### src/design/prrd_pkg.sv
// shared constants and types of the priority round-robin dispatcher
package prrd_pkg;

    localparam int SLOT_COUNT  = 64;
    localparam int LEVEL_COUNT = 7;
    localparam int SLOT_W      = $clog2(SLOT_COUNT);
    localparam int LVL_W       = $clog2(LEVEL_COUNT);
    localparam int KIND_W      = 2;
    localparam int LEVEL_W     = 3;
    localparam int TIME_W      = 32;
    localparam int DATA_W      = 32;
    localparam int PADDR_W     = 3;

    localparam logic [TIME_W-1:0]  SLICE_RESET       = 32'd80;
    localparam logic [PADDR_W-1:0] ADDR_SLICE_LENGTH = 3'd0;

    localparam logic [KIND_W-1:0] KIND_READY  = 2'd0;
    localparam logic [KIND_W-1:0] KIND_REMOVE = 2'd1;
    localparam logic [KIND_W-1:0] KIND_TICK   = 2'd2;

    typedef enum logic [2:0] {
        ST_IDLE,
        ST_EVENT,
        ST_DISPATCH,
        ST_ROTATE,
        ST_OUT
    } t_state;

    typedef struct packed {
        logic capture;
        logic link_rd;
        logic do_event;
        logic do_dispatch;
        logic do_rotate;
    } t_cmd;

    typedef struct packed {
        logic skip;
        logic preempt;
    } t_status;

endpackage

### src/design/prrd_cfg.sv
// configuration register block with its bus port
module prrd_cfg (
    input  logic                          i_clk,
    input  logic                          i_rst_n,
    input  logic                          psel,
    input  logic                          penable,
    input  logic                          pwrite,
    input  logic [prrd_pkg::PADDR_W-1:0]  paddr,
    input  logic [prrd_pkg::DATA_W-1:0]   pwdata,
    output logic [prrd_pkg::DATA_W-1:0]   prdata,
    output logic                          pready,
    output logic [prrd_pkg::TIME_W-1:0]   o_slice_length
);
    import prrd_pkg::*;

    logic [TIME_W-1:0] r_slice_length;
    logic              wr_en;

    assign pready = 1'b1;
    assign wr_en  = psel && penable && pwrite && pready;

    always_ff @(posedge i_clk) begin
        if (!i_rst_n) begin
            r_slice_length <= SLICE_RESET;
        end else if (wr_en && paddr == ADDR_SLICE_LENGTH) begin
            r_slice_length <= pwdata;
        end
    end

    always_comb begin
        unique case (paddr)
            ADDR_SLICE_LENGTH: prdata = r_slice_length;
            default:           prdata = '0;
        endcase
    end

    assign o_slice_length = r_slice_length;

endmodule

### src/design/prrd_ctrl.sv
// sequencer for one event: capture, apply, dispatch unless skipped, optional rotate, result beat
module prrd_ctrl (
    input  logic              i_clk,
    input  logic              i_rst_n,
    input  logic              i_valid,
    input  logic              i_stall,
    input  prrd_pkg::t_status i_status,
    output prrd_pkg::t_cmd    o_cmd,
    output logic              o_stall,
    output logic              o_valid
);
    import prrd_pkg::*;

    t_state r_state;
    t_state n_state;

    always_ff @(posedge i_clk) begin
        if (!i_rst_n) begin
            r_state <= ST_IDLE;
        end else begin
            r_state <= n_state;
        end
    end

    always_comb begin
        n_state = r_state;
        unique case (r_state)
            ST_IDLE: begin
                if (i_valid) n_state = ST_EVENT;
            end
            ST_EVENT: begin
                n_state = i_status.skip ? ST_OUT : ST_DISPATCH;
            end
            ST_DISPATCH: begin
                n_state = i_status.preempt ? ST_ROTATE : ST_OUT;
            end
            ST_ROTATE: begin
                n_state = ST_OUT;
            end
            ST_OUT: begin
                if (!i_stall) n_state = ST_IDLE;
            end
            default: n_state = ST_IDLE;
        endcase
    end

    always_comb begin
        o_cmd   = '0;
        o_stall = 1'b1;
        o_valid = 1'b0;
        unique case (r_state)
            ST_IDLE: begin
                o_stall       = !i_rst_n;
                o_cmd.capture = i_valid && i_rst_n;
                o_cmd.link_rd = 1'b1;
            end
            ST_EVENT:    o_cmd.do_event    = 1'b1;
            ST_DISPATCH: o_cmd.do_dispatch = 1'b1;
            ST_ROTATE:   o_cmd.do_rotate   = 1'b1;
            ST_OUT:      o_valid           = 1'b1;
            default: ;
        endcase
    end

`ifndef SYNTH
    a_rotate_follows_dispatch: assert property (@(posedge i_clk) disable iff (!i_rst_n)
        r_state == ST_ROTATE |-> $past(r_state) == ST_DISPATCH)
        else $error("rotate step without a preceding dispatch");

    a_result_held: assert property (@(posedge i_clk) disable iff (!i_rst_n)
        r_state == ST_OUT && i_stall |=> r_state == ST_OUT)
        else $error("result beat dropped while stalled");
`endif

endmodule

### src/design/prrd_datapath.sv
// ready queues, link memory, running task and slice timer
module prrd_datapath (
    input  logic                          i_clk,
    input  logic                          i_rst_n,
    input  prrd_pkg::t_cmd                i_cmd,
    output prrd_pkg::t_status             o_status,
    input  logic [prrd_pkg::KIND_W-1:0]   i_kind,
    input  logic [prrd_pkg::SLOT_W-1:0]   i_slot,
    input  logic [prrd_pkg::LEVEL_W-1:0]  i_level,
    input  logic [prrd_pkg::TIME_W-1:0]   i_now,
    input  logic [prrd_pkg::TIME_W-1:0]   i_slice_length,
    output logic [prrd_pkg::SLOT_W-1:0]   o_running_slot,
    output logic                          o_running_valid,
    output logic                          o_switched,
    output logic                          o_rejected
);
    import prrd_pkg::*;

    // captured item
    logic [KIND_W-1:0]  r_kind;
    logic [SLOT_W-1:0]  r_slot;
    logic [LEVEL_W-1:0] r_level;
    logic [TIME_W-1:0]  r_now;

    // queue table, one level per cycle goes through lvl_sel
    logic [LEVEL_COUNT-1:0] r_head_valid;
    logic [SLOT_W-1:0]      r_head_slot [LEVEL_COUNT];
    logic [SLOT_W-1:0]      r_tail      [LEVEL_COUNT];
    logic [SLOT_COUNT-1:0]  r_queued;
    logic [SLOT_W-1:0]      r_link_mem  [SLOT_COUNT];
    logic [SLOT_W-1:0]      r_link;

    logic              r_cur_valid;
    logic [SLOT_W-1:0] r_cur_slot;
    logic [LVL_W-1:0]  r_cur_lvl;
    logic [TIME_W-1:0] r_slice_start;
    logic [SLOT_W-1:0] r_prev_slot;
    logic [LVL_W-1:0]  r_prev_lvl;
    logic              r_switched;
    logic              r_rejected;
    logic              r_force;

    logic [LVL_W-1:0]  push_lvl;
    logic [LVL_W-1:0]  pick_lvl;
    logic [LVL_W-1:0]  lvl_sel;
    logic              any_ready;
    logic [SLOT_W-1:0] sel_head;
    logic [SLOT_W-1:0] sel_tail;
    logic              sel_hv;
    logic [SLOT_W-1:0] rot_slot;
    logic              rot_en;
    logic [TIME_W-1:0] elapsed;
    logic              expired;
    logic              ev_reject;
    logic              ev_skip;
    logic              same_task;
    logic              preempt;

    logic              head_we;
    logic              head_wv;
    logic [SLOT_W-1:0] head_wslot;
    logic              tail_we;
    logic [SLOT_W-1:0] tail_wslot;
    logic              link_we;
    logic [SLOT_W-1:0] link_addr;
    logic [SLOT_W-1:0] link_data;
    logic              q_set;
    logic              q_clr;
    logic [SLOT_W-1:0] q_addr;

    // level 0 counts as the top level, anything past the last as the last
    always_comb begin
        if (r_level == '0) begin
            push_lvl = '0;
        end else if (32'(r_level) > LEVEL_COUNT) begin
            push_lvl = LVL_W'(LEVEL_COUNT - 1);
        end else begin
            push_lvl = LVL_W'(r_level - 1'b1);
        end
    end

    always_comb begin
        pick_lvl = '0;
        for (int i = LEVEL_COUNT - 1; i >= 0; i--) begin
            if (r_head_valid[i]) pick_lvl = LVL_W'(i);
        end
    end

    assign any_ready = |r_head_valid;

    always_comb begin
        if (i_cmd.do_dispatch) begin
            lvl_sel = pick_lvl;
        end else if (i_cmd.do_rotate) begin
            lvl_sel = r_prev_lvl;
        end else if (r_kind == KIND_READY) begin
            lvl_sel = push_lvl;
        end else begin
            lvl_sel = r_cur_lvl;
        end
    end

    assign sel_head = r_head_slot[lvl_sel];
    assign sel_tail = r_tail[lvl_sel];
    assign sel_hv   = r_head_valid[lvl_sel];

    assign elapsed = r_now - r_slice_start;
    assign expired = elapsed >= i_slice_length;

    always_comb begin
        case (r_kind)
            KIND_READY:  ev_reject = r_queued[r_slot];
            KIND_REMOVE: ev_reject = !r_cur_valid;
            default:     ev_reject = 1'b0;
        endcase
        case (r_kind) inside
            KIND_READY, KIND_REMOVE: ev_skip = ev_reject;
            KIND_TICK:               ev_skip = 1'b0;
            default:                 ev_skip = 1'b1;
        endcase
    end

    assign same_task = r_cur_valid && (sel_head == r_cur_slot);
    assign preempt   = any_ready && r_cur_valid && !same_task && (pick_lvl < r_cur_lvl);

    assign o_status.skip    = ev_skip;
    assign o_status.preempt = preempt;

    assign rot_slot = i_cmd.do_rotate ? r_prev_slot : r_cur_slot;
    assign rot_en   = i_cmd.do_rotate
                   || (i_cmd.do_event && r_kind == KIND_TICK && r_cur_valid && expired);

    // one write per table per cycle; the link of a tail is never read, so it is not cleared
    always_comb begin
        head_we    = 1'b0;
        head_wv    = 1'b1;
        head_wslot = r_link;
        tail_we    = 1'b0;
        tail_wslot = rot_slot;
        link_we    = 1'b0;
        link_addr  = sel_tail;
        link_data  = rot_slot;
        q_set      = 1'b0;
        q_clr      = 1'b0;
        q_addr     = r_slot;
        // a lone task rotated onto itself leaves the level as it was
        if (rot_en && rot_slot != sel_tail) begin
            head_we = 1'b1;
            link_we = 1'b1;
            tail_we = 1'b1;
        end
        if (i_cmd.do_event && !ev_reject) begin
            case (r_kind)
                KIND_READY: begin
                    link_we    = sel_hv;
                    link_data  = r_slot;
                    tail_we    = 1'b1;
                    tail_wslot = r_slot;
                    q_set      = 1'b1;
                    if (!sel_hv) begin
                        head_we    = 1'b1;
                        head_wslot = r_slot;
                    end
                end
                KIND_REMOVE: begin
                    q_clr   = 1'b1;
                    q_addr  = r_cur_slot;
                    head_we = 1'b1;
                    head_wv = (r_cur_slot != sel_tail);
                end
                default: ;
            endcase
        end
    end

    always_ff @(posedge i_clk) begin
        if (!i_rst_n) begin
            r_head_valid  <= '0;
            for (int i = 0; i < LEVEL_COUNT; i++) begin
                r_tail[i] <= '0;
            end
            r_queued      <= '0;
            r_cur_valid   <= 1'b0;
            r_cur_slot    <= '0;
            r_slice_start <= '0;
            r_switched    <= 1'b0;
            r_rejected    <= 1'b0;
            r_force       <= 1'b0;
        end else begin
            if (head_we) r_head_valid[lvl_sel] <= head_wv;
            if (tail_we) r_tail[lvl_sel] <= tail_wslot;
            if (q_set) r_queued[q_addr] <= 1'b1;
            if (q_clr) r_queued[q_addr] <= 1'b0;
            if (i_cmd.capture) begin
                r_switched <= 1'b0;
                r_rejected <= 1'b0;
                r_force    <= 1'b0;
            end
            if (i_cmd.do_event) begin
                r_rejected <= ev_reject;
                if (r_kind == KIND_REMOVE && !ev_reject) begin
                    r_force     <= 1'b1;
                    r_cur_valid <= 1'b0;
                    r_cur_slot  <= '0;
                end
            end
            if (i_cmd.do_dispatch) begin
                if (!any_ready) begin
                    r_cur_valid <= 1'b0;
                    r_cur_slot  <= '0;
                    r_switched  <= r_force | r_cur_valid;
                end else if (same_task) begin
                    r_switched <= r_force;
                end else begin
                    r_cur_valid   <= 1'b1;
                    r_cur_slot    <= sel_head;
                    r_slice_start <= r_now;
                    r_switched    <= 1'b1;
                end
            end
        end
    end

    always_ff @(posedge i_clk) begin
        if (i_cmd.capture) begin
            r_kind  <= i_kind;
            r_slot  <= i_slot;
            r_level <= i_level;
            r_now   <= i_now;
        end
        if (i_cmd.link_rd) r_link <= r_link_mem[r_cur_slot];
        if (link_we) r_link_mem[link_addr] <= link_data;
        if (head_we) r_head_slot[lvl_sel] <= head_wslot;
        if (i_cmd.do_dispatch && any_ready && !same_task) begin
            r_prev_slot <= r_cur_slot;
            r_prev_lvl  <= r_cur_lvl;
            r_cur_lvl   <= pick_lvl;
        end
    end

    assign o_running_slot  = r_cur_slot;
    assign o_running_valid = r_cur_valid;
    assign o_switched      = r_switched;
    assign o_rejected      = r_rejected;

`ifndef SYNTH
    a_running_is_queued: assert property (@(posedge i_clk) disable iff (!i_rst_n)
        r_cur_valid |-> r_queued[r_cur_slot])
        else $error("running task not marked queued");

    a_running_level_live: assert property (@(posedge i_clk) disable iff (!i_rst_n)
        r_cur_valid |-> r_head_valid[r_cur_lvl])
        else $error("running task's level is empty");

    a_preempt_higher: assert property (@(posedge i_clk) disable iff (!i_rst_n)
        i_cmd.do_dispatch && preempt |=> r_cur_lvl < r_prev_lvl)
        else $error("preemption by a level that is not higher");

    a_ready_marks_queued: assert property (@(posedge i_clk) disable iff (!i_rst_n)
        i_cmd.do_event && r_kind == KIND_READY && !ev_reject |=> r_queued[$past(r_slot)])
        else $error("accepted ready request left slot unqueued");
`endif

endmodule

### src/design/priority_round_robin_dispatcher_top.sv
// top level of the priority round-robin dispatcher
// Seven FIFO ready queues (level 1 highest) over 64 task slots; each event beat
// (make ready, remove running, tick) returns one result beat with the running slot,
// a switch flag and a reject flag. Items are handled one at a time: a beat is taken
// in the idle state, then the event is applied, a dispatch to the head of the
// highest non-empty level follows unless the event is rejected or of the unused kind,
// and a preemption adds a rotate step to requeue the old task; the result beat follows
// and is held while the output stalls, and the next item is taken in the cycle after
// the result leaves. This one-at-a-time handling is set by the single-ported slot
// link memory and the queue table, which is touched at one level per cycle.
// slice_length sits at byte address 0 of the bus port and resets to 80.
module priority_round_robin_dispatcher_top (
    input  logic                          i_clk,
    input  logic                          i_rst_n,
    input  logic                          i_valid,
    output logic                          o_stall,
    input  logic [prrd_pkg::KIND_W-1:0]   i_kind,
    input  logic [prrd_pkg::SLOT_W-1:0]   i_slot,
    input  logic [prrd_pkg::LEVEL_W-1:0]  i_level,
    input  logic [prrd_pkg::TIME_W-1:0]   i_now,
    output logic                          o_valid,
    input  logic                          i_stall,
    output logic [prrd_pkg::SLOT_W-1:0]   o_running_slot,
    output logic                          o_running_valid,
    output logic                          o_switched,
    output logic                          o_rejected,
    input  logic                          psel,
    input  logic                          penable,
    input  logic                          pwrite,
    input  logic [prrd_pkg::PADDR_W-1:0]  paddr,
    input  logic [prrd_pkg::DATA_W-1:0]   pwdata,
    output logic [prrd_pkg::DATA_W-1:0]   prdata,
    output logic                          pready
);
    import prrd_pkg::*;

    t_cmd              cmd;
    t_status           status;
    logic [TIME_W-1:0] slice_length;

    prrd_cfg u_cfg (
        .i_clk          (i_clk),
        .i_rst_n        (i_rst_n),
        .psel           (psel),
        .penable        (penable),
        .pwrite         (pwrite),
        .paddr          (paddr),
        .pwdata         (pwdata),
        .prdata         (prdata),
        .pready         (pready),
        .o_slice_length (slice_length)
    );

    prrd_ctrl u_ctrl (
        .i_clk    (i_clk),
        .i_rst_n  (i_rst_n),
        .i_valid  (i_valid),
        .i_stall  (i_stall),
        .i_status (status),
        .o_cmd    (cmd),
        .o_stall  (o_stall),
        .o_valid  (o_valid)
    );

    prrd_datapath u_datapath (
        .i_clk           (i_clk),
        .i_rst_n         (i_rst_n),
        .i_cmd           (cmd),
        .o_status        (status),
        .i_kind          (i_kind),
        .i_slot          (i_slot),
        .i_level         (i_level),
        .i_now           (i_now),
        .i_slice_length  (slice_length),
        .o_running_slot  (o_running_slot),
        .o_running_valid (o_running_valid),
        .o_switched      (o_switched),
        .o_rejected      (o_rejected)
    );

endmodule
### config.mk
export PLATFORM = sky130hd
export DESIGN_NAME = priority_round_robin_dispatcher_top
export DESIGN_NICKNAME = d
export VERILOG_FILES = /design/src/design/prrd_pkg.sv /design/src/design/prrd_cfg.sv /design/src/design/prrd_ctrl.sv /design/src/design/prrd_datapath.sv /design/src/design/priority_round_robin_dispatcher_top.sv
export SDC_FILE = /design/constraint.sdc
export NUM_CORES = 1
export LEC_CHECK = 0
export CORE_UTILIZATION = 58
export DETAILED_ROUTE_END_ITERATION = 7
export DONT_BUFFER_PORTS = 1
export GPL_TIMING_DRIVEN = 1
export PLACE_DENSITY = 0.83
export RECOVER_POWER = 50
export SLEW_MARGIN = 20
export SYNTH_ARGS = -nofsm -noshare
export SYNTH_HDL_FRONTEND = slang
export SYNTH_SLANG_ARGS = --single-unit
### constraint.sdc
create_clock -name i_clk -period 5.47 [get_ports i_clk]
set_input_delay 1.094 -clock i_clk [delete_from_list [all_inputs] [get_ports i_clk]]
set_output_delay 1.094 -clock i_clk [all_outputs]
set_load 0.005 [all_outputs]
==> results of run 1 <==
## flip-flops by register name, indices dropped and copies added (netlist names), 6 cells and up
register / count
u_datapath.r_link_mem: 384
u_datapath.o_running_slot: 6
u_datapath.r_now: 32
u_datapath.r_head_valid: 7
u_datapath.r_queued: 64
u_datapath.r_tail: 48
u_datapath.r_prev_slot: 6
u_datapath.r_slice_start: 32
u_cfg.o_slice_length: 32
u_datapath.r_link: 6
u_datapath.r_head_slot: 42
u_datapath.r_slot: 6
## worst min-delay path, stage by stage (launching register included)
cell,delay [ns]
sky130_fd_sc_hd__dfxtp_1,0.30
sky130_fd_sc_hd__nand2_1,0.05
sky130_fd_sc_hd__mux2i_1,0.05
## repair_timing
| action | 4_1_cts | 5_1_grt |
|---|---|---|
| hold buffers | 0 | 0 |
| setup buffers | 5 | 8 |
| endpoints found under the setup margin | 523 | 523 |
| resized for setup | 36 | 132 |
| pin swaps | 12 | 30 |
| gates cloned | 1 | 0 |
## cells in the final DEF, fill, tap and decap left out, drive strengths merged, types with 28 or more instances in the layout
master and n:
clkbuf 102, a21oi 110, nor2 191, mux2i 63
xnor2 28, nand2 224, dfxtp 154, ha 65
o21ai 83, nand3 47, edfxtp 529, nor3 32
and4 32, and2 43, buf 107, inv 90
mux4 146, o221a 50
## layer usage
layer	GRT usage, %	part of all wire (%)
met4	14.6	4.7
met5	0	0.016
met3	5.69	9.7
met1	40.0	37
met2	48.1	48
## path summary, 6_finish.rpt
kind / startpoint / to / slack [ns] / cells past startpoint
max: u_datapath.r_now[0] / u_datapath.r_link_mem[13][2] / 0.07 / 29
min: u_datapath.r_slice_start[10] / u_datapath.r_slice_start[10] / 0.46 / 2
max reg2reg: u_datapath.r_now[0] / u_datapath.r_link_mem[13][2] / 0.07 / 29
min reg2reg: u_datapath.r_slice_start[10] / u_datapath.r_slice_start[10] / 0.46 / 2
## logic make-up (layout without fill, tap and decap cells)
family	after synthesis	in the layout	synth area share [%]
AOI/OAI and AO/OA	377	377	8.64
xor gates and xnor gates	40	40	1.14
adders and majority gates	66	66	2.70
buffers and inverters	213	332	2.77
DFF	683	683	61.5
muxes	221	221	13.1
other	1	2	0.0121
and+or+nand+nor	658	658	10.2
## power groups by stage
stage	Sequential, µW	Combinational [µW]	Clock (µW)
2_1_floorplan	5740	417	0
3_3_place_gp	5770	555	0
3_5_place_dp	5770	576	0
4_1_cts	5650	593	4750
5_1_grt	5660	669	4940
6_report	5660	624	4720
## layout make-up
cell class | instances | area (µm²) | area share, %
timing repair buffer | 118 | 1140 | 3.25
tap | 688 | 861 | 2.45
clock buffer | 91 | 1820 | 5.19
sequential | 683 | 19000 | 54.1
inverter | 88 | 332 | 0.945
antenna | 1 | 2.50 | 0.00713
clock inverter | 35 | 407 | 1.16
multi-input combinational | 1363 | 11500 | 32.9
## metrics by stage
step	utilization, %	total power (µW)	setup WS [ns]
final	66.7	11000	0.0661
after global routing	66.7	11300	-0.177
after CTS	66.0	11000	0.00580
after detailed placement	61.5	6340	-0.353
after global placement	61.5	6320	-0.271
after floorplan	-	6160	0.178
==> out/qor.csv, run 1 <==
metric,value,unit
relSlewSlack,-98.9,%
crit_path_max_incr_delay,0.38,ns
p_switching,2500,µW
logic_pwr_share,5.7,%
synthesis.area,30900,µm²
power_density,314,nW/µm²
vias,20500,
outcome,"complete, but fails checks",
actual_transition_at_the_worst_max_transition_pin,2.98,ns
clkSinkCount,683,
num-nets-final,2474,
synth_warnings,0,
synth.area.top_cells,"sky130_fd_sc_hd__edfxtp_1 51%, sky130_fd_sc_hd__mux4_2 11%, sky130_fd_sc_hd__dfxtp_1 10%, sky130_fd_sc_hd__nand2_1 2.7%, sky130_fd_sc_hd__ha_1 2.6%",
failed_checks,"max-capacitance violations, max-slew violations",
netlist_instances,2259,
cpLargestDelayFamily,compound AO/OA/AOI/OAI gates,
seq_power_share,51.4,%
yosysTopAreaCell,sky130_fd_sc_hd__edfxtp_1,
setup_total_negative_slack,0,ns
ir_worst_vdd,297,µV
fin_crit_sh,98.8,%
yosysSeqAreaShare,61.5,%
yosysTopAreaCellShare,51.5,%
final-setup-viol-count,0,
first_global_vias,19900,
end_kind,flip-flop,
critical_path.n_buffers_inverters,7,
swShare,22.8,%
placement_rows,84,
post_synth.cell_area_avg,13.7,µm²
timing.critical_path.from_type,flip-flop,
grt_antenna_before_repair,2,
period_needed,5.40,ns
drt_iter0_drc,2611,
tritoncts,yes,
grt_use_total,30.2,%
synth_edf_count,529,
clk_transition_reported_paths,0.06,ns
synthMostInstantiatedCell,sky130_fd_sc_hd__edfxtp_1,
wirelength,81300,µm
drt_pre_antenna_iters,6,
classification_of_the_worst_setup_path,flip-flop to flip-flop,
die_outline_area,54100,µm²
synthTopCellsByCount,"529 x sky130_fd_sc_hd__edfxtp_1, 223 x sky130_fd_sc_hd__nand2_1, 188 x sky130_fd_sc_hd__nor2_1, 154 x sky130_fd_sc_hd__dfxtp_1, 146 x sky130_fd_sc_hd__mux4_2",
post_dp_cell_area,32300,µm²
cellInternalPower,8500,µW
hold_path_class,flip-flop to flip-flop,
rsz0062_at_grt,true,
max_freq,0.185,GHz
first_pass_grt_wire_length,122000,µm
crit_slowest_cell,sky130_fd_sc_hd__edfxtp_1,
cpMostUsedCell,sky130_fd_sc_hd__buf_4,
chipHeight,233,µm
io_pins,129,
port_buffers,0,
most_frequently_used_flop_master_after_synthesis,sky130_fd_sc_hd__edfxtp_1,
whs,0.457,ns
htree_levels,3,
synth.distinct_cells,85,
drt-vias-per-instance,6.69,
route.detailed.drc,0,
placeableCoreArea,52600,µm²
die_w,233,µm
critPathRequiredTime,5.83,ns
clock_tree.buffer_depth,3,
worstPathArrival,5.76,ns
clk_root_buffer_cell,sky130_fd_sc_hd__clkbuf_16,
clkLatencyLatePin,0.63,ns
numPlacedInstances,2941,
post-dp-hpwl,50800,µm
worst_skew,0.0407,ns
leakage,0.0115,µW
grt_max_degree,199,
timing.final.max_slew_violations,158,
wl_per_cell,26.5,µm
clkPwrFrac,42.9,%
floorplan.initialDensity,58.7,%
grt-ovfl-total,0,
postSynthRegisterBits,683,
async_flop_share,0,%
areaGrowthSynthToFinish,13.6,%
worst-path-max-fanout,8,
final_layout_size_suffix_gt1_share,22.0,%
drv.max_cap_violation_count,4,
final_cell_count_no_fill,3067,
antenna_violating_nets_post_route,0,
globalplace.congestion,0.935,
fin_area,35100,µm²
hold_violations,0,
net_count_synth,2410,
n_fill_cell,3436,
cts_buffers,69,
(Power assumes the default switching activity.)
==> run 2, diff against run 1 <==
==> constraint.sdc (replaced) <==
create_clock -name i_clk -period 4.7 [get_ports i_clk]
set_input_delay 0.94 -clock i_clk [delete_from_list [all_inputs] [get_ports i_clk]]
set_output_delay 0.94 -clock i_clk [all_outputs]
set_load 0.005 [all_outputs]
==> run 2 against run 1 <==
Effect of this change:
- the flow finishes with violations (max-capacitance violations, max-slew violations, negative setup slack)
- clock skew is 0.0015 ns lower
- non-clock buffer count is 29 higher
- largest power group unchanged
- global-route usage is 0.089 points higher
- core utilization grew 0.26 points
- register-to-register slack worse by 0.65 ns
- final cell count is 0.75% higher
- largest cell class unchanged
- critical path type unchanged
- design area grew 0.39%
- via count up 0.60%
- wire length up 0.80%
- clock power is 12% higher
- sequential share of layout area down 0.22 points
- combinational power is 25% higher
==> out/qor.csv, run 2 (synthesis gave the netlist of run 1 again) <==
metric,value,unit,change
grt-ovfl-total,0,,unchanged
critPathRequiredTime,5.04,ns,-0.79 ns
die_w,233,µm,unchanged
worst_r2r_path_depth,27,,-6.9%
final.setup.worst_slack,-0.583,ns,-0.649 ns
drt_pre_antenna_iters,6,,unchanged
logic_pwr_share,6.1,%,+0.4 points
period_needed,5.28,ns,-0.121 ns
drv.max_cap_violation_count,4,,unchanged
fin_crit_sh,112,%,+14 points
ir_worst_vdd,281,µV,-5.4%
post-dp-hpwl,51200,µm,+0.84%
final_cell_mix,"529 x sky130_fd_sc_hd__edfxtp_1, 223 x sky130_fd_sc_hd__nand2_1, 154 x sky130_fd_sc_hd__dfxtp_1, 146 x sky130_fd_sc_hd__mux4_2, 124 x sky130_fd_sc_hd__nor2_1",,
grt_use_total,30.3,%,+0.089 points
most_flop_heavy_register,u_datapath.r_link_mem,,
seq_power_share,51.9,%,+0.5 points
clkLatencyLatePin,0.63,ns,about the same
worst_skew,0.0393,ns,-0.00146 ns
grt_max_degree,199,,unchanged
actual_transition_at_the_worst_max_transition_pin,3.09,ns,+0.108 ns
tritoncts,yes,,
clk_transition_reported_paths,0.06,ns,about the same
n_fill_cell,3422,,-0.41%
largest_registers,"u_datapath.r_link_mem (384), u_datapath.r_queued (64), u_datapath.r_tail (48)",,
hold_path_class,input pin to flip-flop,,
final_cell_count_no_fill,3090,,+0.75%
chipHeight,233,µm,unchanged
placement_rows,84,,unchanged
floorplan.initialDensity,58.7,%,unchanged
timing.final.max_slew_violations,152,,-3.8%
power_density,360,nW/µm²,+15%
grt_antenna_before_repair,2,,unchanged
worst-path-max-fanout,16,,+8
final_layout_size_suffix_gt1_share,23.2,%,+1.2 points
outcome,"complete, but fails checks",,
drt_iter0_drc,2691,,+3.1%
rsz0062_at_grt,true,,
wirelength,81900,µm,+0.80%
wl_per_cell,26.5,µm,about the same
cts_buffers,67,,-2.9%
final-setup-viol-count,597,,+597
hold-path-cell-count,0,,-2
clkPwrFrac,41.9,%,-1.0 points
swShare,23.2,%,+0.45 points
clk_root_buffer_cell,sky130_fd_sc_hd__clkbuf_16,,
htree_levels,3,,unchanged
timing.critical_path.from_type,flip-flop,,
clkSinkCount,683,,unchanged
worstPathArrival,5.62,ns,-0.14 ns
drt-vias-per-instance,6.68,,-0.14%
placeableCoreArea,52600,µm²,unchanged
io_pins,129,,unchanged
number_of_flip_flops_under_the_largest_register_name,384,,unchanged
route.detailed.drc,0,,unchanged
first_global_vias,20100,,+0.94%
max_freq,0.189,GHz,+2.3%
whs,0.411,ns,-0.0458 ns
first_pass_grt_wire_length,123000,µm,+0.68%
cellInternalPower,9730,µW,+14%
failed_checks,"max-capacitance violations, max-slew violations, negative setup slack",,
relSlewSlack,-106,%,-7.2 points
vias,20600,,+0.60%
die_outline_area,54100,µm²,unchanged
globalplace.congestion,0.934,,about the same
cts_hold_buffers,0,,unchanged
port_buffers,0,,unchanged
classification_of_the_worst_setup_path,flip-flop to flip-flop,,
end_kind,flip-flop,,
antenna_violating_nets_post_route,0,,unchanged
clock_tree.buffer_depth,3,,unchanged
hold_violations,0,,unchanged
num-nets-final,2501,,+1.1%
leakage,0.0115,µW,+0.78%
numPlacedInstances,2946,,+0.17%
p_switching,2940,µW,+17%
areaGrowthSynthToFinish,14.1,%,
most_frequent_standard_cell_in_the_layout_excluding_fill_and_tap_cells,sky130_fd_sc_hd__edfxtp_1,,
## run 2: power by group through the flow
stage	combinational [µW]	sequential, µW	clock [µW]
after floorplan	497	6680	0
after CTS	750	6580	5310
after global placement	690	6710	0
after detailed placement	710	6710	0
final	777	6580	5310
after global routing	830	6580	5540
## run 2: what timing repair did
item | in CTS | in global routing
gates cloned | 0 | 1
resized for setup | 80 | 16
buffers inserted | 11 | 10
setup endpoints to repair | 523 | 523
pin swaps | 19 | 12
## run 2: metrics by stage
stage | setup WS [ns] | setup TNS, ns | area, µm² | utilization [%] | power, µW
floorplan | -0.125 | -18.52 | 31100 | - | 7180
global placement | -0.705 | -289.35 | 32500 | 61.9 | 7400
detailed placement | -0.833 | -321.23 | 32500 | 61.9 | 7420
CTS | -0.553 | -239.19 | 35100 | 66.8 | 12600
global route | -0.813 | -420.50 | 35200 | 67.0 | 13000
finish | -0.583 | -274.15 | 35200 | 67.0 | 12700
## run 2: metal layers
metal / GRT usage (%) / vias up / part of all wire [%]
li1: - / 8804 / -
met1: 39.7 / 10200 / 37
met2: 48.7 / 1368 / 48
met3: 5.77 / 278 / 9.8
met4: 14.5 / 2 / 4.9
met5: 0 / - / 0.016
## run 2: worst paths after layout
path / slack (ns) / end / startpoint
setup / recovery: -0.58 / u_datapath.r_link_mem[27][1] / u_datapath.r_now[0]
setup reg to reg: -0.58 / u_datapath.r_link_mem[27][1] / u_datapath.r_now[0]
hold reg to reg: 0.46 / u_datapath.r_slice_start[13] / u_datapath.r_slice_start[13]
hold / removal: 0.41 / u_datapath.r_slot[4] / i_slot[4]
## run 2: cell type report
class	count	area [µm²]	area share, %
diodes	2	5.00	0.0142
clock buffers	90	1840	5.24
clock inverters	29	277	0.785
inverters	88	332	0.942
multi-input cells	1363	11700	33.1
flip-flops and latches	683	19000	53.9
well taps	688	861	2.44
repair buffers	147	1260	3.58
## run 2: worst max-delay path, stage by stage, from the launching register on
cell and delay [ns]:
sky130_fd_sc_hd__edfxtp_1 0.38, sky130_fd_sc_hd__inv_1 0.07, sky130_fd_sc_hd__ha_2 0.18, sky130_fd_sc_hd__inv_2 0.04, sky130_fd_sc_hd__fa_2 0.33, sky130_fd_sc_hd__a21o_1 0.16
sky130_fd_sc_hd__a21o_1 0.20, sky130_fd_sc_hd__a2111oi_4 0.36, sky130_fd_sc_hd__o31ai_2 0.12, sky130_fd_sc_hd__a31oi_2 0.24, sky130_fd_sc_hd__nor2_1 0.08, sky130_fd_sc_hd__nand2_1 0.11
sky130_fd_sc_hd__nand2b_1 0.07, sky130_fd_sc_hd__a21oi_1 0.17, sky130_fd_sc_hd__xnor2_1 0.09, sky130_fd_sc_hd__ha_1 0.18, sky130_fd_sc_hd__a21o_1 0.15, sky130_fd_sc_hd__a21o_1 0.16
sky130_fd_sc_hd__a21oi_1 0.13, sky130_fd_sc_hd__o21ai_0 0.10, sky130_fd_sc_hd__a21o_1 0.20, sky130_fd_sc_hd__a221oi_2 0.30, sky130_fd_sc_hd__o211ai_1 0.14, sky130_fd_sc_hd__buf_4 0.21
sky130_fd_sc_hd__o31a_1 0.17, sky130_fd_sc_hd__o211ai_2 0.25, sky130_fd_sc_hd__buf_12 0.25, sky130_fd_sc_hd__nor2_2 0.13
